**src/rtl/ravp_pkg.sv**
```systemverilog
// ----------------------------------------------------------------------------
// ravp_pkg
// Shared types and constants of the RADIUS accept / VLAN parser.
// ----------------------------------------------------------------------------
package ravp_pkg;

  // Header and attribute checks
  localparam logic [7:0]  ETYPE_HI      = 8'h08;
  localparam logic [7:0]  ETYPE_LO      = 8'h00;
  localparam logic [7:0]  PROTO_UDP     = 8'd17;
  localparam logic [3:0]  IHL_MIN_WORDS = 4'd5;
  localparam logic [11:0] VLAN_MAX      = 12'd4094;
  localparam logic [2:0]  DIGITS_MAX    = 3'd5;
  localparam int          NAME_LIMIT    = 31;

  // Register defaults
  localparam logic [15:0] DEF_SRC_PORT  = 16'd1812;
  localparam logic [7:0]  DEF_ACCEPT    = 8'd2;
  localparam logic [7:0]  DEF_NAME_TYPE = 8'd1;
  localparam logic [7:0]  DEF_VLAN_TYPE = 8'd81;

  // Register indexes
  typedef enum logic [1:0] {
    CFG_SRC_PORT  = 2'd0,
    CFG_ACCEPT    = 2'd1,
    CFG_NAME_TYPE = 2'd2,
    CFG_VLAN_TYPE = 2'd3
  } ravp_cfg_idx_t;

  // Byte parser phase
  typedef enum logic [2:0] {
    PH_HDR,
    PH_TYPE,
    PH_LEN,
    PH_NAME,
    PH_VLAN,
    PH_SKIP,
    PH_STOP
  } ravp_phase_t;

  // Frame-level controller state
  typedef enum logic [1:0] {
    ST_RUN,
    ST_FIN,
    ST_READ,
    ST_SEND
  } ravp_state_t;

  // Controller to datapath commands
  typedef struct packed {
    logic byte_en;
    logic fin_en;
    logic rd_en;
    logic next_en;
    logic clear_en;
  } ravp_cmd_t;

  // Datapath to controller status
  typedef struct packed {
    logic found;
    logic last;
  } ravp_sts_t;

endpackage

```
**src/rtl/radius_accept_vlan_parser.sv**
```systemverilog
// ----------------------------------------------------------------------------
// radius_accept_vlan_parser
// Parses an Ethernet frame one byte per beat and, for a RADIUS Access-Accept
// in UDP over IPv4, extracts the user name and the ASCII VLAN attribute.
// Frame bytes are taken at one per cycle while no results are pending. After
// the beat marked frame_end the block judges the VLAN, then drains its results:
// either one beat per name byte (found set, with VLAN and name length) or a
// single not-found beat. Each result beat first reads the name RAM and then
// presents the registered data, and holds while out_ready is low; no input
// is taken meanwhile. Configuration is written through the cfg port; the user
// must do so only while the block is idle, which the block does not enforce.
// ----------------------------------------------------------------------------
module radius_accept_vlan_parser #(
  parameter int NAME_MAX  = 32,
  parameter int MAX_ATTRS = 64
) (
  input  logic        clk,
  input  logic        rst_n,
  input  logic        in_valid,
  output logic        in_ready,
  input  logic [7:0]  in_frame_byte,
  input  logic        in_frame_end,
  output logic        out_valid,
  input  logic        out_ready,
  output logic        out_found,
  output logic [11:0] out_vid,
  output logic [4:0]  out_name_length,
  output logic [7:0]  out_name_byte,
  output logic [4:0]  out_name_index,
  output logic        out_run_last,
  input  logic        cfg_valid,
  output logic        cfg_ready,
  input  logic [1:0]  cfg_index,
  input  logic [15:0] cfg_data
);

  import ravp_pkg::*;

  localparam int NAME_CAP = ((NAME_MAX - 1) > NAME_LIMIT) ? NAME_LIMIT : (NAME_MAX - 1);

  ravp_cmd_t cmd;
  ravp_sts_t sts;

  // registers are always writable
  assign cfg_ready = 1'b1;

  ravp_ctrl u_ctrl (
    .clk          (clk),
    .rst_n        (rst_n),
    .in_valid     (in_valid),
    .in_frame_end (in_frame_end),
    .in_ready     (in_ready),
    .out_valid    (out_valid),
    .out_ready    (out_ready),
    .cmd          (cmd),
    .sts          (sts)
  );

  ravp_dp #(
    .NAME_CAP  (NAME_CAP),
    .MAX_ATTRS (MAX_ATTRS)
  ) u_dp (
    .clk             (clk),
    .rst_n           (rst_n),
    .cmd             (cmd),
    .sts             (sts),
    .cfg_we          (cfg_valid & cfg_ready),
    .cfg_index       (cfg_index),
    .cfg_data        (cfg_data),
    .in_frame_byte   (in_frame_byte),
    .out_found       (out_found),
    .out_vid         (out_vid),
    .out_name_length (out_name_length),
    .out_name_byte   (out_name_byte),
    .out_name_index  (out_name_index),
    .out_run_last    (out_run_last)
  );

endmodule

```
**src/rtl/ravp_ram.sv**
```systemverilog
// ----------------------------------------------------------------------------
// ravp_ram
// Generic single-write, single-read RAM with registered read data.
// ----------------------------------------------------------------------------
module ravp_ram #(
  parameter int WIDTH = 8,
  parameter int DEPTH = 31,
  parameter int AW    = (DEPTH > 1) ? $clog2(DEPTH) : 1
) (
  input  logic             clk,
  input  logic             wr_en,
  input  logic [AW-1:0]    wr_addr,
  input  logic [WIDTH-1:0] wr_data,
  input  logic             rd_en,
  input  logic [AW-1:0]    rd_addr,
  output logic [WIDTH-1:0] rd_data
);

  logic [WIDTH-1:0] mem [DEPTH];
  logic [WIDTH-1:0] rd_data_r;

  // write port
  always_ff @(posedge clk) begin
    if (wr_en) begin
      mem[wr_addr] <= wr_data;
    end
  end

  // registered read port
  always_ff @(posedge clk) begin
    if (rd_en) begin
      rd_data_r <= mem[rd_addr];
    end
  end

  assign rd_data = rd_data_r;

endmodule

```
**src/rtl/ravp_ctrl.sv**
```systemverilog
// ----------------------------------------------------------------------------
// ravp_ctrl
// Frame-level controller: byte intake, end-of-frame check, result drain.
// ----------------------------------------------------------------------------
module ravp_ctrl (
  input  logic               clk,
  input  logic               rst_n,
  input  logic               in_valid,
  input  logic               in_frame_end,
  output logic               in_ready,
  output logic               out_valid,
  input  logic               out_ready,
  output ravp_pkg::ravp_cmd_t cmd,
  input  ravp_pkg::ravp_sts_t sts
);

  import ravp_pkg::*;

  ravp_state_t state_r, state_nxt;

  // state register
  always_ff @(posedge clk) begin
    if (!rst_n) begin
      state_r <= ST_RUN;
    end else begin
      state_r <= state_nxt;
    end
  end

  // next state and commands
  always_comb begin
    state_nxt = state_r;
    cmd       = '0;
    in_ready  = 1'b0;
    out_valid = 1'b0;
    unique case (state_r)
      ST_RUN: begin
        in_ready = 1'b1;
        if (in_valid) begin
          cmd.byte_en = 1'b1;
          if (in_frame_end) begin
            state_nxt = ST_FIN;
          end
        end
      end
      ST_FIN: begin
        cmd.fin_en = 1'b1;
        state_nxt  = ST_READ;
      end
      ST_READ: begin
        cmd.rd_en = 1'b1;
        state_nxt = ST_SEND;
      end
      ST_SEND: begin
        out_valid = 1'b1;
        if (out_ready) begin
          if (sts.last) begin
            cmd.clear_en = 1'b1;
            state_nxt    = ST_RUN;
          end else begin
            cmd.next_en = 1'b1;
            state_nxt   = ST_READ;
          end
        end
      end
      default: state_nxt = ST_RUN;
    endcase
  end

endmodule

```
**src/rtl/ravp_dp.sv**
```systemverilog
// ----------------------------------------------------------------------------
// ravp_dp
// Datapath: header checks, attribute walk, name store, VLAN digits, results.
// ----------------------------------------------------------------------------
module ravp_dp #(
  parameter int NAME_CAP  = 31,
  parameter int MAX_ATTRS = 64
) (
  input  logic                clk,
  input  logic                rst_n,
  input  ravp_pkg::ravp_cmd_t cmd,
  output ravp_pkg::ravp_sts_t sts,
  input  logic                cfg_we,
  input  logic [1:0]          cfg_index,
  input  logic [15:0]         cfg_data,
  input  logic [7:0]          in_frame_byte,
  output logic                out_found,
  output logic [11:0]         out_vid,
  output logic [4:0]          out_name_length,
  output logic [7:0]          out_name_byte,
  output logic [4:0]          out_name_index,
  output logic                out_run_last
);

  import ravp_pkg::*;

  localparam int AW = (NAME_CAP > 1) ? $clog2(NAME_CAP) : 1;

  typedef struct packed {
    ravp_phase_t phase;
    logic        bump;
  } ravp_adv_t;

  // End of an attribute: stop when both values are held, else next TLV or skip.
  function automatic ravp_adv_t attr_done(input logic [4:0]  snl,
                                          input logic [11:0] sv,
                                          input logic [7:0]  rem,
                                          input ravp_phase_t na);
    ravp_adv_t a;
    a.bump = 1'b0;
    if (snl != 5'd0 && sv != 12'd0) begin
      a.phase = PH_STOP;
    end else if (rem == 8'd0) begin
      a.phase = na;
      a.bump  = 1'b1;
    end else begin
      a.phase = PH_SKIP;
    end
    return a;
  endfunction

  // configuration registers
  logic [15:0] src_port_r;
  logic [7:0]  accept_r, name_type_r, vlan_type_r;

  // per-frame state
  logic [6:0]  pos_r, pos_nxt;
  logic [3:0]  hw_r, hw_nxt;
  ravp_phase_t phase_r, phase_nxt;
  logic [7:0]  cnt_r, cnt_nxt;
  logic [7:0]  rem_r, rem_nxt;
  logic [7:0]  kind_r, kind_nxt;
  logic [4:0]  snl_r, snl_nxt;
  logic [11:0] acc_r, acc_nxt;
  logic [2:0]  dcnt_r, dcnt_nxt;
  logic [11:0] vlan_r, vlan_nxt;
  logic        term_r, term_nxt;
  logic [4:0]  fill_r, fill_nxt;
  logic [4:0]  idx_r, idx_nxt;

  // working values
  logic [7:0]  b;
  logic [7:0]  p8, ihl8;
  logic        ok;
  logic [7:0]  vl;
  logic [4:0]  sl;
  logic [7:0]  rem_dec;
  logic        term_n;
  logic [4:0]  fill_n;
  logic [2:0]  dcnt_n;
  logic        is_dig;
  logic [15:0] digit_v;
  logic        fin_go;
  logic [11:0] fin_acc;
  logic [2:0]  fin_cnt;
  logic [7:0]  cnt_inc;
  ravp_phase_t na_phase;
  ravp_adv_t   adv;

  // name store
  logic          ram_we;
  logic [AW-1:0] ram_waddr;
  logic [7:0]    ram_wdata;
  logic [7:0]    ram_rdata;

  assign b        = in_frame_byte;
  assign p8       = {1'b0, pos_r};
  assign ihl8     = {2'b00, hw_r, 2'b00};
  assign vl       = b - 8'd2;
  assign sl       = (vl > 8'(NAME_CAP)) ? 5'(NAME_CAP) : vl[4:0];
  assign rem_dec  = rem_r - 8'd1;
  assign is_dig   = (b >= 8'h30) && (b <= 8'h39);
  assign digit_v  = {4'd0, acc_r} * 16'd10 + {12'd0, b[3:0]};
  assign dcnt_n   = dcnt_r + 3'd1;
  assign cnt_inc  = cnt_r + 8'd1;
  assign na_phase = (cnt_inc >= 8'(MAX_ATTRS)) ? PH_STOP : PH_TYPE;
  assign term_n   = term_r | (b == 8'd0);
  assign fill_n   = fill_r + 5'd1;

  ravp_ram #(
    .WIDTH (8),
    .DEPTH (NAME_CAP),
    .AW    (AW)
  ) u_name_ram (
    .clk     (clk),
    .wr_en   (ram_we),
    .wr_addr (ram_waddr),
    .wr_data (ram_wdata),
    .rd_en   (cmd.rd_en),
    .rd_addr (idx_r[AW-1:0]),
    .rd_data (ram_rdata)
  );

  // byte parser, end-of-frame check, drain index and frame clear
  always_comb begin
    pos_nxt   = pos_r;
    hw_nxt    = hw_r;
    phase_nxt = phase_r;
    cnt_nxt   = cnt_r;
    rem_nxt   = rem_r;
    kind_nxt  = kind_r;
    snl_nxt   = snl_r;
    acc_nxt   = acc_r;
    dcnt_nxt  = dcnt_r;
    vlan_nxt  = vlan_r;
    term_nxt  = term_r;
    fill_nxt  = fill_r;
    idx_nxt   = idx_r;
    ram_we    = 1'b0;
    ram_waddr = fill_r[AW-1:0];
    ram_wdata = term_n ? 8'd0 : b;
    ok        = 1'b1;
    fin_go    = 1'b0;
    fin_acc   = acc_r;
    fin_cnt   = dcnt_r;
    adv       = '{phase: PH_STOP, bump: 1'b0};

    if (cmd.byte_en) begin
      unique case (phase_r)
        PH_HDR: begin
          // fixed-offset Ethernet/IPv4 checks, then UDP/RADIUS relative to IHL
          if (pos_r == 7'd12) begin
            ok = (b == ETYPE_HI);
          end else if (pos_r == 7'd13) begin
            ok = (b == ETYPE_LO);
          end else if (pos_r == 7'd14) begin
            hw_nxt = b[3:0];
            ok     = (b[3:0] >= IHL_MIN_WORDS);
          end else if (pos_r == 7'd23) begin
            ok = (b == PROTO_UDP);
          end else if (pos_r >= 7'd34) begin
            if (p8 == 8'd14 + ihl8) begin
              ok = (b == src_port_r[15:8]);
            end else if (p8 == 8'd15 + ihl8) begin
              ok = (b == src_port_r[7:0]);
            end else if (p8 == 8'd22 + ihl8) begin
              ok = (b == accept_r);
            end else if (p8 == 8'd41 + ihl8) begin
              phase_nxt = PH_TYPE;
              cnt_nxt   = 8'd0;
            end
          end
          if (!ok) begin
            phase_nxt = PH_STOP;
          end
          if (pos_r != 7'd127) begin
            pos_nxt = pos_r + 7'd1;
          end
        end
        PH_TYPE: begin
          kind_nxt  = b;
          phase_nxt = PH_LEN;
        end
        PH_LEN: begin
          if (b < 8'd2) begin
            phase_nxt = PH_STOP;
          end else begin
            rem_nxt = vl;
            if (kind_r == name_type_r) begin
              snl_nxt  = sl;
              fill_nxt = 5'd0;
              term_nxt = 1'b0;
              if (sl == 5'd0) begin
                adv       = attr_done(sl, vlan_r, vl, na_phase);
                phase_nxt = adv.phase;
                if (adv.bump) cnt_nxt = cnt_inc;
              end else begin
                phase_nxt = PH_NAME;
              end
            end else if (kind_r == vlan_type_r) begin
              acc_nxt   = 12'd0;
              dcnt_nxt  = 3'd0;
              phase_nxt = (vl == 8'd0) ? PH_STOP : PH_VLAN;
            end else begin
              adv       = attr_done(snl_r, vlan_r, vl, na_phase);
              phase_nxt = adv.phase;
              if (adv.bump) cnt_nxt = cnt_inc;
            end
          end
        end
        PH_NAME: begin
          // bytes after a NUL are stored as zero
          rem_nxt  = rem_dec;
          term_nxt = term_n;
          ram_we   = 1'b1;
          fill_nxt = fill_n;
          if (fill_n >= snl_r) begin
            adv       = attr_done(snl_r, vlan_r, rem_dec, na_phase);
            phase_nxt = adv.phase;
            if (adv.bump) cnt_nxt = cnt_inc;
          end
        end
        PH_VLAN: begin
          rem_nxt = rem_dec;
          if (is_dig) begin
            dcnt_nxt = dcnt_n;
            if (digit_v > {4'd0, VLAN_MAX}) begin
              phase_nxt = PH_STOP;
            end else begin
              acc_nxt = digit_v[11:0];
              if (dcnt_n >= DIGITS_MAX || rem_dec == 8'd0) begin
                fin_go  = 1'b1;
                fin_acc = digit_v[11:0];
                fin_cnt = dcnt_n;
              end
            end
          end else begin
            fin_go = 1'b1;
          end
        end
        PH_SKIP: begin
          rem_nxt = rem_dec;
          if (rem_dec == 8'd0) begin
            phase_nxt = na_phase;
            cnt_nxt   = cnt_inc;
          end
        end
        default: ;
      endcase

      // judge a completed VLAN attribute
      if (fin_go) begin
        if (fin_cnt != 3'd0 && fin_acc != 12'd0 && fin_acc <= VLAN_MAX) begin
          vlan_nxt  = fin_acc;
          adv       = attr_done(snl_r, fin_acc, rem_dec, na_phase);
          phase_nxt = adv.phase;
          if (adv.bump) cnt_nxt = cnt_inc;
        end else begin
          phase_nxt = PH_STOP;
        end
      end
    end

    // VLAN cut short by the frame end: judge the digits seen so far
    if (cmd.fin_en && phase_r == PH_VLAN && dcnt_r != 3'd0 && acc_r != 12'd0 &&
        acc_r <= VLAN_MAX) begin
      vlan_nxt = acc_r;
    end

    if (cmd.next_en) begin
      idx_nxt = idx_r + 5'd1;
    end

    // frame done: back to the header
    if (cmd.clear_en) begin
      pos_nxt   = 7'd0;
      hw_nxt    = 4'd0;
      phase_nxt = PH_HDR;
      cnt_nxt   = 8'd0;
      rem_nxt   = 8'd0;
      kind_nxt  = 8'd0;
      snl_nxt   = 5'd0;
      acc_nxt   = 12'd0;
      dcnt_nxt  = 3'd0;
      vlan_nxt  = 12'd0;
      term_nxt  = 1'b0;
      fill_nxt  = 5'd0;
      idx_nxt   = 5'd0;
    end
  end

  // state registers
  always_ff @(posedge clk) begin
    if (!rst_n) begin
      pos_r   <= 7'd0;
      hw_r    <= 4'd0;
      phase_r <= PH_HDR;
      cnt_r   <= 8'd0;
      rem_r   <= 8'd0;
      kind_r  <= 8'd0;
      snl_r   <= 5'd0;
      acc_r   <= 12'd0;
      dcnt_r  <= 3'd0;
      vlan_r  <= 12'd0;
      term_r  <= 1'b0;
      fill_r  <= 5'd0;
      idx_r   <= 5'd0;
    end else begin
      pos_r   <= pos_nxt;
      hw_r    <= hw_nxt;
      phase_r <= phase_nxt;
      cnt_r   <= cnt_nxt;
      rem_r   <= rem_nxt;
      kind_r  <= kind_nxt;
      snl_r   <= snl_nxt;
      acc_r   <= acc_nxt;
      dcnt_r  <= dcnt_nxt;
      vlan_r  <= vlan_nxt;
      term_r  <= term_nxt;
      fill_r  <= fill_nxt;
      idx_r   <= idx_nxt;
    end
  end

  // configuration registers
  always_ff @(posedge clk) begin
    if (!rst_n) begin
      src_port_r  <= DEF_SRC_PORT;
      accept_r    <= DEF_ACCEPT;
      name_type_r <= DEF_NAME_TYPE;
      vlan_type_r <= DEF_VLAN_TYPE;
    end else if (cfg_we) begin
      unique case (ravp_cfg_idx_t'(cfg_index))
        CFG_SRC_PORT:  src_port_r  <= cfg_data;
        CFG_ACCEPT:    accept_r    <= cfg_data[7:0];
        CFG_NAME_TYPE: name_type_r <= cfg_data[7:0];
        CFG_VLAN_TYPE: vlan_type_r <= cfg_data[7:0];
        default: ;
      endcase
    end
  end

  // result fields
  always_comb begin
    out_found       = (snl_r != 5'd0) && (vlan_r != 12'd0);
    out_vid         = out_found ? vlan_r : 12'd0;
    out_name_length = out_found ? snl_r : 5'd0;
    out_name_index  = out_found ? idx_r : 5'd0;
    out_name_byte   = (out_found && idx_r < fill_r) ? ram_rdata : 8'd0;
    out_run_last    = !out_found || (idx_r == snl_r - 5'd1);
    sts.found       = out_found;
    sts.last        = out_run_last;
  end

endmodule

```
**config.mk**
```make
export PLATFORM = sky130hd
export DESIGN_NAME = radius_accept_vlan_parser
export DESIGN_NICKNAME = d
export VERILOG_FILES = /design/src/rtl/ravp_pkg.sv /design/src/rtl/radius_accept_vlan_parser.sv /design/src/rtl/ravp_ram.sv /design/src/rtl/ravp_ctrl.sv /design/src/rtl/ravp_dp.sv
export SDC_FILE = /design/constraint.sdc
export NUM_CORES = 1
export LEC_CHECK = 0
export BUFFER_PORTS_ARGS = -buffer_cell sky130_fd_sc_hd__clkbuf_2
export CAP_MARGIN = 30
export CORE_MARGIN = 1
export CORE_UTILIZATION = 60
export DETAILED_ROUTE_END_ITERATION = 6
export PLACE_DENSITY = 0.81
export SYNTH_ARGS = -nofsm -noshare
export SYNTH_HDL_FRONTEND = slang
export SYNTH_SLANG_ARGS = --single-unit
```
**constraint.sdc**
```tcl
create_clock -name clk -period 9.9 [get_ports clk]
set_input_delay 0.99 -clock clk [delete_from_list [all_inputs] [get_ports clk]]
set_output_delay 0.99 -clock clk [all_outputs]
set_load 0.005 [all_outputs]
```
# [Word level (Yosys, flattened, before mapping)]
# Memory sizes are Yosys's and may differ from the RTL's. A register that Yosys moved wholly into a read port is not among the register bits.
# Index checks and enable logic that the tools add are counted.
# W data, S select, Z words.
[totals] register_bits=123 ram_bits=248 out_inout_bits=35 word_cells=299 mem_count=1
[classes] addsub=13 multipliers=1 magnitude_cmp=13 n_eq_ne=50 mux=146 n_bitwise=5 n_reduce_logical=52
[memory_table] memory="u_dp.u_name_ram.mem" depth=31 word_bits=8 rd=1 rd_clocked_by_memory_dff=1 wr=1 line="ravp_ram.sv:19" rtl="logic [WIDTH-1:0] mem [DEPTH];"
[op_table] operator="$mux W8" n=24
[op_table] operator="$mux W12" n=15
[op_table] operator="$mux W3" n=36
[op_table] operator="$mux W1" n=51
[op_table] operator="$eq A8 B8 Y1" n=5
[op_table] operator="$reduce_bool A12 Y1" n=3
[op_table] operator="$eq A7 B8 Y1" n=4
[op_table] operator="$pmux W8 S4" n=1
[op_table] operator="$ne A4 B4 Y1 const B" n=7
[op_table] operator="$mux W5" n=5
[op_table] operator="$le A12 B12 Y1 const B" n=2
[op_table] operator="$logic_not A8 Y1" n=3
[op_table] operator="$pmux W12 S2" n=1
[op_table] operator="$eq A7 B4 Y1 const B" n=3
[op_table] operator="$pmux W3 S6" n=1
[op_table] operator="$add A16 B4 Y16" n=1
[op_table] operator="$gt A16 B12 Y1 const B" n=1
[op_table] operator="$pmux W8 S2" n=1
[op_table] operator="$mul A12 B3 Y15 const B" n=1
[op_table] operator="$reduce_and A15 Y1" n=1
[op_table] operator="$add A4 B6 Y7 const A" n=2
[op_table] operator="$mux W2" n=7
[op_table] operator="$ne A2 B2 Y1 const B" n=6
[op_table] operator="$ne A3 B1 Y1 const B" n=4
[op_table] operator="55 further kinds" n=95

# [Depth between registers and ports, before layout]
# Gate-level depths: netlist of run 1.
[logic_depth] word_depth=19 mapped_depth=18

# [By module]
# Synthesis of run 1 repeated with hierarchy kept, for this count alone.
[hier_totals] hier_cells=1675 area_unflattened_um2=19054.5
[by_module_without_submodules] mod="ravp_ram" instances=1 cells_per_inst=561 area_each_um2=10189.8 seq_area_each_um2=7687.4
[by_module_without_submodules] mod="ravp_dp" instances=1 cells_per_inst=1098 area_each_um2=8732.1 seq_area_each_um2=2422.3
[by_module_without_submodules] mod="ravp_ctrl" instances=1 cells_per_inst=14 area_each_um2=121.4 seq_area_each_um2=40.0
[by_module_without_submodules] mod="radius_accept_vlan_parser" instances=1 cells_per_inst=2 area_each_um2=11.3 seq_area_each_um2=0.0

# [Worst setup path before layout of run 1]
# OpenSTA, ideal clock, no wires.
[synth_path] path_type="reg-to-reg" start="register u_dp.acc_r[1]" end="register u_dp.vlan_r[6]" setup_time_ps=71 t_arrival_ps=4655 setup_slack_ps=5174 path_stages_with_launch=18 n_path_buf=2 synth_period_minus_slack_ps=4726 cell_sequence="dfxtp_1 -> ha_1 -> ha_1 -> fa_1 -> a211oi_1 -> or3b_1 -> and4_4 -> nand4_2 -> or2_0 -> or4_1 -> a21o_1 -> buf_6 -> o31a_1 -> nor4_2 -> and3_1 -> buf_4 -> mux2_2 -> a21oi_1"
[synth_via] elab_chain_len=12
[synth_rtl] item="start: declaration" line="ravp_dp.sv:64" rtl="logic [11:0] acc_r, acc_nxt;"
[synth_rtl] item="start signal: assignment" line="ravp_dp.sv:316" rtl="acc_r <= acc_nxt;"
[synth_rtl] item="branches (longest 12 deep; another with $add A16 B4 Y16)"
[synth_rtl] item="end signal: assignment" line="ravp_dp.sv:318" rtl="vlan_r <= vlan_nxt;"
[synth_rtl] item="end: declaration" line="ravp_dp.sv:66" rtl="logic [11:0] vlan_r, vlan_nxt;"
# Several ways; the timed one is not identified. The select of a mux whose other input is x is not followed.
# A chain may end at the register's enable or synchronous reset.

# [Worst setup path after layout of run 1]
[layout_path] start="register u_dp.acc_r[1]" end="register u_dp.cnt_r[4]"
[layout_via] elab_chain_len=16
[layout_rtl] item="$mul A12 B3 Y15" line="ravp_dp.sv:103" rtl="assign digit_v = {4'd0, acc_r} * 16'd10 + {12'd0, b[3:0]};"
[layout_rtl] item="$add A16 B4 Y16" line="ravp_dp.sv:103"
[layout_rtl] item="$gt A16 B12 Y1 or $mux W12 (tied branches)" line="ravp_dp.sv:227, ravp_dp.sv:231"
[layout_rtl] item="$mux W12" line="ravp_dp.sv:227" rtl="if (digit_v > {4'd0, VLAN_MAX}) begin"
[layout_rtl] item="$mux W12" line="ravp_dp.sv:225" rtl="if (is_dig) begin"
[layout_rtl] item="$mux W12" line="ravp_dp.sv:149" rtl="unique case (phase_r)"
[layout_rtl] item="$mux W12" line="ravp_dp.sv:148" rtl="if (cmd.byte_en) begin"
[layout_rtl] item="$reduce_bool A12 Y1" line="ravp_dp.sv:41, ravp_dp.sv:253"
[layout_rtl] item="$logic_and A1 B1 Y1" line="ravp_dp.sv:41" rtl="if (snl != 5'd0 && sv != 12'd0) begin"
[layout_rtl] item="$mux W1" line="ravp_dp.sv:41"
[layout_rtl] item="$mux W1" line="ravp_dp.sv:253" rtl="if (fin_cnt != 3'd0 && fin_acc != 12'd0 && fin_acc <= VLAN_MAX) begin"
[layout_rtl] item="$mux W1" line="ravp_dp.sv:252" rtl="if (fin_go) begin"
[layout_rtl] item="$mux W1" line="ravp_dp.sv:148"
[layout_rtl] item="$mux W8" line="ravp_dp.sv:257" rtl="if (adv.bump) cnt_nxt = cnt_inc;"
[layout_rtl] item="$mux W8" line="ravp_dp.sv:253"
[layout_rtl] item="$mux W8 *" line="ravp_dp.sv:252"
[layout_rtl] item="end signal: assignment" line="ravp_dp.sv:312" rtl="cnt_r <= cnt_nxt;"
[layout_rtl] item="end: declaration" line="ravp_dp.sv:60" rtl="logic [7:0] cnt_r, cnt_nxt;"
# Mark *: on every way between the ends. The rest lies on a longest branch, timed or not. The select of a mux whose other input is x is not followed.

==> results of run 1 <==
==> final cells by class <==
class	instances	area (um^2)
sequential	379	10200
fill	2136	9800
multi-input combinational	1145	8300
clock buffer	52	1090
timing repair buffer	89	538
tap	396	495
clock inverter	20	259
inverter	52	195
==> worst min path at each step <==
stage / startpoint / endpoint / slack [ps] / cells after the start
4_1_cts: u_dp.rem_r[1] / u_dp.rem_r[1] / 480 / 2
2_1_floorplan: u_dp.rem_r[1] / u_dp.rem_r[1] / 450 / 2
5_1_grt: u_dp.accept_r[5] / u_dp.accept_r[5] / 500 / 2
3_5_place_dp: u_dp.rem_r[1] / u_dp.rem_r[1] / 470 / 2
6_report: u_dp.src_port_r[13] / u_dp.src_port_r[13] / 480 / 2
3_3_place_gp: u_dp.rem_r[1] / u_dp.rem_r[1] / 460 / 2
==> worst min-delay path, cell delays in order (launching register included) <==
cell and delay, ps:
dfxtp_1 310, nand2_1 50, a21boi_0 60
==> registers in the layout (all words and copies together) (netlist names), 12 cells and up <==
| name | cells |
|---|---|
| u_dp.acc_r | 12 |
| u_dp.src_port_r | 16 |
| u_dp.u_name_ram.mem | 248 |
| u_dp.vlan_r | 12 |
==> metrics by stage <==
| stage | power, mW | worst slack [ps] |
|---|---|---|
| final | 3.36 | 4280 |
| after global routing | 3.44 | 3940 |
| after CTS | 3.37 | 4350 |
| after detailed placement | 1.86 | 4270 |
| after global placement | 1.85 | 4520 |
| after floorplan | 1.81 | 5170 |
==> cells in the final DEF (no fill, tap or decap), types with 31 or more instances in the layout <==
cell / netlist / final
nand2_1: 217 / 217
nor3_1: 32 / 32
inv_1: 51 / 51
dfxtp_1: 123 / 121
clkbuf_16: 0 / 41
a21boi_0: 31 / 31
nand3_1: 55 / 55
ha_1: 55 / 55
xor2_1: 40 / 40
nor2_1: 156 / 154
edfxtp_1: 256 / 256
o21ai_0: 53 / 53
a21oi_1: 60 / 60
clkbuf_2: 0 / 65
xnor2_1: 54 / 54
mux4_2: 72 / 72
==> kinds of logic (layout without fill, tap and decap cells) <==
family | after synthesis | after routing | share of synthesized area (%)
and+or+nand+nor | 609 | 609 | 15.1
DFF | 379 | 379 | 53.5
AOI/OAI and AO/OA | 281 | 281 | 9.93
buffers and inverters | 140 | 213 | 2.97
muxes | 101 | 101 | 10.1
xor gates and xnor gates | 96 | 96 | 4.57
adders and majority gates | 57 | 57 | 3.84
other | 1 | 1 | 0.0198
==> per-layer routing <==
layer | share of wire, % | vias to the layer above | wire length, um
met1 | 40 | 6732 | 19400
met2 | 48 | 721 | 22900
li1 | - | 6229 | -
met5 | 0 | - | 0
met3 | 8.8 | 124 | 4200
met4 | 3.0 | 0 | 1450
==> power groups by stage <==
| stage | Sequential [mW] | Combinational [mW] | Clock [mW] |
|---|---|---|---|
| final | 1.71 | 0.124 | 1.53 |
| after global routing | 1.71 | 0.134 | 1.60 |
| after CTS | 1.71 | 0.123 | 1.54 |
| after detailed placement | 1.74 | 0.121 | 0 |
| after global placement | 1.74 | 0.116 | 0 |
| after floorplan | 1.74 | 0.0777 | 0 |
==> impl_metrics.toml, run 1 <==
[synth]
synth_ff_type = "edfxtp_1"
synth_edf_count = 256
netlist_top_cells_area = "edfxtp_1 41%, dfxtp_1 13%, mux4_2 8.5%"
yosysSeqAreaShare_pct = 53.5
synthDominantCellAreaShare_pct = 40.5
ys_types = 82
yosysTopAreaCell = "edfxtp_1"
synth_area_per_cell_um2 = 11.4
yosys-top-cells-count = "256 x edfxtp_1, 217 x nand2_1, 156 x nor2_1"
yosys_register_bits = 379
ys_warn_count = 0
synth_fp_nets = 1753
synthMostInstantiatedCell = "edfxtp_1"
syn_area_um2 = 19000
async_flop_share_pct = 0
syn_inst = 1664

[setup_path]
crit_family = "simple AND/OR/NAND/NOR gates"
worstPathMaxFanout = 14
arrival_ps = 6080
worst-r2r-setup-slack_ps = 4280
crit_end = "u_dp.cnt_r[4]"
r2r_end = "u_dp.cnt_r[4]"
cp.depth = 15
critPathSlowestCell = "nor3b_4"
cp_num_buf_inv = 0
cp-start-kind = "flop"
worstPathRequired_ps = 10360
crit_path_cell_trace = "ha_1 > ha_1 > fa_1 > a211oi_1 > or3b_1 > and4_4 > nand4_2 > or2_0 > or4_1 > a21o_1 > o31a_1 > nor4_2 > nor3b_4 > mux2_2 > a21oi_1"
crit_path_frequent_cell = "ha_1"
cp-end-kind = "flop"
r2r-start = "u_dp.acc_r[1]"
critPathLaunch = "u_dp.acc_r[1]"
reg2reg_depth = 15
critical_path_class = "flop to flop"
max_stage_delay_ps = 660

[floorplan]
rows = 64
core_um2 = 30800
die_h_um = 180
initial_core_util_pct = 61.6
die_area_um2 = 32300
dieWidth_um = 180
io_pins = 67

[detailed_routing]
wl_per_cell_um = 22.5
vias = 13806
vias_per_cell = 6.47
drcViolationCount = 4
first_iter_violations = 1586
ant_nets = 0
wirelength_um = 48000
dr.pass1.iters = 7

[outcome]
violations = "DRC"
status = "finished, violations left"

[timing]
period_share_pct = 56.7
fin_tns_setup_ps = 0
rsz0062_at_grt = "false"
skew_ps = 12.8
timing.fmax_mhz = 178
tightest_slew_ps = 940
setup_violations = 0
slew_viol_final = 0
hold_viol = 0
fin_hold_ws_ps = 482
layout_min_cycle_time_ps = 5620
slew_headroom_pct = 37.1

[clocking]
cts_resized = 0
post_cts_buffers = 0
holdBufCountCts = 0
clock-sinks = 379
insertion_delay_ps = 540
clockBufferDepth = 3
h-tree-depth = 2
cts_tree = "done"
cts_buffers = 40
clk_pin_slew_ps = 60
cts-root-buf = "clkbuf_16"

[finish]
drive_gt1_share_pct = 14.8
diodes = 0
final_util_pct = 68.2
finalNetCount = 1796
finalNonFillerCells = 2133
area_growth_pct = 10.8
fin_area_um2 = 21000

[place]
io_buffers = 65
place.gp.congestion = 0.949
dp_cells = 2058
hpwlAfterDp_um = 31200
place_area_um2 = 19600

[grt]
grt_overflow = 0
grt_busiest_layer = "met2"
met3_usage_pct = 5.90
grt_pass1_wl_um = 75100
grt_use_met2_pct = 48.5
grt_max_degree = 79
grt_usage_pct = 29.9
use_met1_pct = 40.0
antenna_found_initial = 0
grt_pass1_vias = 13473

[power]
combPwrFrac_pct = 3.7
netSwitchingFraction_pct = 21.2
leakage_nw = 7.14
switchingPower_mw = 0.712
power.density_nw_per_um2 = 160
pwr-share-seq_pct = 50.8
vdd_ir_drop_max_v = 0.000135
p_clk_share_pct = 45.5
intPower_mw = 2.65

[job]
maxCapViolCount = 0

[hold_path]
hp-class = "flop to flop"
No activity file was read; power rests on OpenSTA's default activity.
==> run 2: changes to the inputs <==
CORE_UTILIZATION = 56   (was 60)
PLACE_DENSITY = 0.79   (was 0.81)
clock period = 4.89 ns   (was 9.9 ns; I/O delays follow)
==> run 2 against run 1 <==
Compared with the run above:
- the flow now finishes without violations
- sequential power increased by 100%
- die area increased by 7.1%
- wire length increased by 2.3%
- clock skew increased by 6.6 ps
- cell area increased by 1.6%
- non-clock buffer count increased by 26
- hold slack got worse by 330 ps
- largest cell class unchanged
==> impl_metrics.toml, run 2 (synthesis results as in run 1) <==
[clocking]
cts_buffers = 40
clock-sinks = 379
cts-root-buf = "clkbuf_16"
cts_tree = "done"
insertion_delay_ps = 560
h-tree-depth = 2
clk_pin_slew_ps = 60
clockBufferDepth = 3

[setup_path]
cp-end-kind = "flop"
arrival_ps = 5160
reg2reg_depth = 16
cp-start-kind = "flop"
r2r-start = "u_dp.acc_r[1]"
worstPathRequired_ps = 5320
r2r_end = "u_dp.vlan_r[4]"
worst-r2r-setup-slack_ps = 160
worstPathMaxFanout = 20
critical_path_class = "flop to flop"

[finish]
regMostFlops = "u_dp.u_name_ram.mem"
mostFrequentLayoutCells = "256 x edfxtp_1, 217 x nand2_1, 154 x nor2_1, 121 x dfxtp_1, 72 x mux4_2"
seqCellArea_um2 = 10200
largest_reg_flops = 248
drive_gt1_share_pct = 16.4
top_regs = "u_dp.u_name_ram.mem x248, u_dp.src_port_r x16"
finalNetCount = 1822
final_common_cell = "edfxtp_1"
multiInputGateArea_um2 = 8360
fin_area_um2 = 21400
area_growth_pct = 12.6
num-fill-cells = 2411
diodes = 0

[floorplan]
die_h_um = 186
initial_core_util_pct = 56.7
io_pins = 67
dieWidth_um = 186
rows = 67
core_um2 = 33400
die_area_um2 = 34600

[timing]
skew_ps = 19.4
hold_viol = 0
timing.fmax_mhz = 211
fin_hold_ws_ps = 148
period_share_pct = 96.7
tightest_slew_ps = 979
setup_violations = 0
slew_headroom_pct = 34.6
layout_min_cycle_time_ps = 4730
slew_viol_final = 0

[detailed_routing]
first_iter_violations = 1512
ant_nets = 0
dr.pass1.iters = 6
wirelength_um = 49100
drcViolationCount = 0
vias_per_cell = 6.30
wl_per_cell_um = 22.2
vias = 13933

[place]
io_buffers = 65
place_area_um2 = 20000
hpwlAfterDp_um = 32000
place.gp.congestion = 0.943

[hold_path]
hold_end = "u_dp.src_port_r[8]"
worstHoldStart = "cfg_data[8]"
hp-class = "input port to flop"
whs_path_depth = 3

[power]
p_total_mw = 6.78
vdd_ir_drop_max_v = 0.000319
leakage_nw = 7.29
power.density_nw_per_um2 = 317

[grt]
grt_max_degree = 61
grt_usage_pct = 29.0
grt_overflow = 0
antenna_found_initial = 1
grt_pass1_wl_um = 76100
grt_pass1_vias = 13575

[outcome]
status = "finished, final reports clean"

[job]
maxCapViolCount = 0
-- run 2: layout make-up --
type	count	share of cell area, %
Sequential cell	379	47.5
Multi-Input combinational cell	1145	39.1
Clock buffer	53	5.11
Timing Repair Buffer	115	3.64
Tap cell	448	2.62
Clock inverter	20	1.07
Inverter	52	0.914
-- run 2: where the power goes --
group	internal, mW	leakage (nW)	total [mW]	switching (mW)
sequential	3.44	3.30	3.45	0.0175
clock	1.79	0.632	3.06	1.27
combinational	0.0866	3.36	0.259	0.173
total	5.31	7.29	6.78	1.46
-- run 2: critical path: stages, from the launching register on --
cell	delay [ps]
dfxtp_1	310
ha_1	290
ha_1	260
fa_2	380
buf_4	150
xnor2_1	180
nor3b_2	380
xnor2_1	200
or4_1	490
or3_1	340
or3_1	390
a211oi_2	320
nor4_4	100
and3_4	200
buf_12	150
or3_1	320
o2111a_1	150
-- run 2: worst max-delay path by stage --
stage | startpoint | endpoint | depth (start not counted)
after floorplan | u_dp.acc_r[1] | u_dp.vlan_r[6] | 17
after global placement | u_dp.acc_r[1] | u_dp.cnt_r[3] | 16
after detailed placement | u_dp.acc_r[1] | u_dp.cnt_r[3] | 16
after CTS | u_dp.acc_r[1] | u_dp.cnt_r[3] | 16
after global routing | u_dp.acc_r[1] | u_dp.cnt_r[7] | 16
final | u_dp.acc_r[1] | u_dp.vlan_r[4] | 16
-- run 2: timing repair --
action / 4_1_cts / 5_1_grt
setup buffers: 0 / 1
gates resized for setup: 0 / 13
endpoints found under the setup margin: 0 / 20
hold buffers: 0 / 0
-- run 2: routing by layer --
metal	vias up	global-route usage, %	part of all wire (%)
met3	124	5.42	7.9
met1	6829	38.4	41
met5	-	0	0.018
li1	6272	-	-
met4	2	11.3	3.4
met2	706	47.1	48
-- run 2: through the flow --
step | utilization (%) | setup slack [ps] | instances | setup TNS, ps
5_1_grt | 63.9 | -71.7 | 2212 | -72.5
2_1_floorplan | - | 164 | 1664 | 0
3_5_place_dp | 59.7 | 42.7 | 2138 | 0
4_1_cts | 63.7 | 56.7 | 2211 | 0
3_3_place_gp | 59.5 | 195 | 2133 | 0
6_report | 63.9 | 161 | 2212 | 0
==> run 3: changes to the inputs <==
CORE_ASPECT_RATIO = 1.4   (was unset)
==> run 3 against run 2 <==
Compared with the run above:
- non-clock buffer count is 5 higher
- highest routed layer is now met4
- critical path depth is 2 higher
- utilization is 0.36 points higher
- largest power group unchanged
==> impl_metrics.toml, run 3 (synthesis results as in run 1) <==
[outcome]
status = "finished, final reports clean"

[setup_path]
r2r-start = "u_dp.acc_r[1]"
worst-r2r-setup-slack_ps = 250
max_stage_delay_ps = 490
crit_path_frequent_cell = "buf_4"
arrival_ps = 5060
critical_path_class = "flop to flop"
critPathSlowestCell = "or4_4"
worstPathRequired_ps = 5310
cp-end-kind = "flop"
worstPathMaxFanout = 20
crit_path_cell_trace = "ha_1 > ha_2 > fa_2 > buf_4 > a21oi_1 > o221a_2 > xnor2_2 > nand4_2 > or2_0 > or4_4 > a21o_1 > buf_4 > o31ai_2 > o211ai_1 > and3_1 > buf_12 > or3_1 > o2111a_1"
r2r_end = "u_dp.vlan_r[4]"
reg2reg_depth = 18
cp.depth = 18
cp_num_buf_inv = 3
cp-start-kind = "flop"
crit_family = "simple AND/OR/NAND/NOR gates"

[timing]
slew_viol_final = 0
setup_ws_ps = 254
skew_ps = 23.0
period_share_pct = 94.8
rsz0062_at_grt = "false"
timing.fmax_mhz = 216
setup_violations = 0
fin_tns_setup_ps = 0
tightest_slew_ps = 1070
layout_min_cycle_time_ps = 4640
hold_viol = 0
slew_headroom_pct = 28.6

[detailed_routing]
drcViolationCount = 0
first_iter_violations = 1099
vias = 13616
ant_nets = 0
dr.pass1.iters = 5
wirelength_um = 47100
vias_per_cell = 6.16
wl_per_cell_um = 21.3

[place]
io_buffers = 65
preCtsSetupSlack_ps = 5.94
place.gp.congestion = 0.946
hpwlAfterDp_um = 32400

[grt]
grt_usage_pct = 28.0
grt_max_degree = 78
grt_pass1_vias = 13604
antenna_found_initial = 0
grt_pass1_wl_um = 73700
grt_overflow = 0

[clocking]
clk_pin_slew_ps = 60
clockBufferDepth = 3
h-tree-depth = 2
insertion_delay_ps = 550
clock-sinks = 379
holdBufCountCts = 0
cts-root-buf = "clkbuf_16"
cts_buffers = 37
cts_tree = "done"

[floorplan]
die_area_um2 = 34600
die_h_um = 220
core_um2 = 33300
rows = 79
initial_core_util_pct = 57.0
dieWidth_um = 158
io_pins = 67

[finish]
area_growth_pct = 12.7
mostFrequentLayoutCells = "256 x edfxtp_1, 217 x nand2_1, 154 x nor2_1, 120 x dfxtp_1, 72 x mux4_2"
finalNetCount = 1824
top_regs = "u_dp.u_name_ram.mem x248, u_dp.src_port_r x16"
final_util_pct = 64.2
diodes = 0
regMostFlops = "u_dp.u_name_ram.mem"
drive_gt1_share_pct = 17.2
num-fill-cells = 2511
largest_reg_flops = 248
final_common_cell = "edfxtp_1"

[power]
leakage_nw = 7.32
power.density_nw_per_um2 = 318
vdd_ir_drop_max_v = 0.000348

[hold_path]
worstHoldStart = "cfg_data[8]"
hold_end = "u_dp.src_port_r[8]"
whs_path_depth = 3
hp-class = "input port to flop"

[job]
maxCapViolCount = 0
-- run 3: cell types whose count changed in the layout (fill, tap and decap cells not counted), sizes merged --
cell / previous run / this run
buf: 50 / 55
bufinv: 4 / 7
clkbuf: 118 / 111
clkinv: 15 / 11
inv: 51 / 54
-- run 3: worst max-delay path by stage --
stage                     endpoint          start  slack (ps)
global route         u_dp.cnt_r[3]  u_dp.acc_r[1]          10
finish              u_dp.vlan_r[4]  u_dp.acc_r[1]         250
detailed placement   u_dp.cnt_r[2]  u_dp.acc_r[1]           6
floorplan           u_dp.vlan_r[6]  u_dp.acc_r[1]         160
CTS                  u_dp.cnt_r[2]  u_dp.acc_r[1]          50
global placement     u_dp.cnt_r[2]  u_dp.acc_r[1]         120
-- run 3: metal layers --
layer	global-route usage [%]	vias up	part of all wire [%]
li1	-	6283	-
met5	0	-	0
met3	4.07	136	5.4
met4	14.4	0	5.0
met1	31.8	6703	37
met2	50.8	494	53
-- run 3: metrics by stage --
step,instances,power [mW],hold slack (ps),instance area [um^2]
floorplan,1664,3.67,445,19000
global placement,2127,3.75,465,19800
detailed placement,2136,3.77,477,20000
CTS,2204,6.82,156,21300
global route,2209,6.96,188,21400
finish,2209,6.79,164,21400
-- run 3: power by group --
group	internal (mW)	leakage [nW]	total [mW]	switching, mW
logic	0.0867	3.38	0.251	0.164
clock network	1.83	0.638	3.09	1.26
registers	3.43	3.30	3.45	0.0189
total	5.36	7.32	6.79	1.44
-- run 3: tightest hold or removal path, cell delays in order --
cell	delay, ps
clkbuf_2	80
nand2_1	40
nand3_1	60
-- run 3: repair_timing --
action,CTS,global route
pin swaps,0,8
endpoints found under the setup margin,1,21
resized for setup,1,19
setup buffers,0,4
-- run 3: final cells by class --
cell class	instances	area [um^2]	share of cell area (%)
flip-flops and latches	379	10200	47.5
repair buffers	120	808	3.78
inverters	52	195	0.912
multi-input cells	1145	8370	39.1
clock buffers	46	991	4.63
clock inverters	22	323	1.51
well taps	445	557	2.60
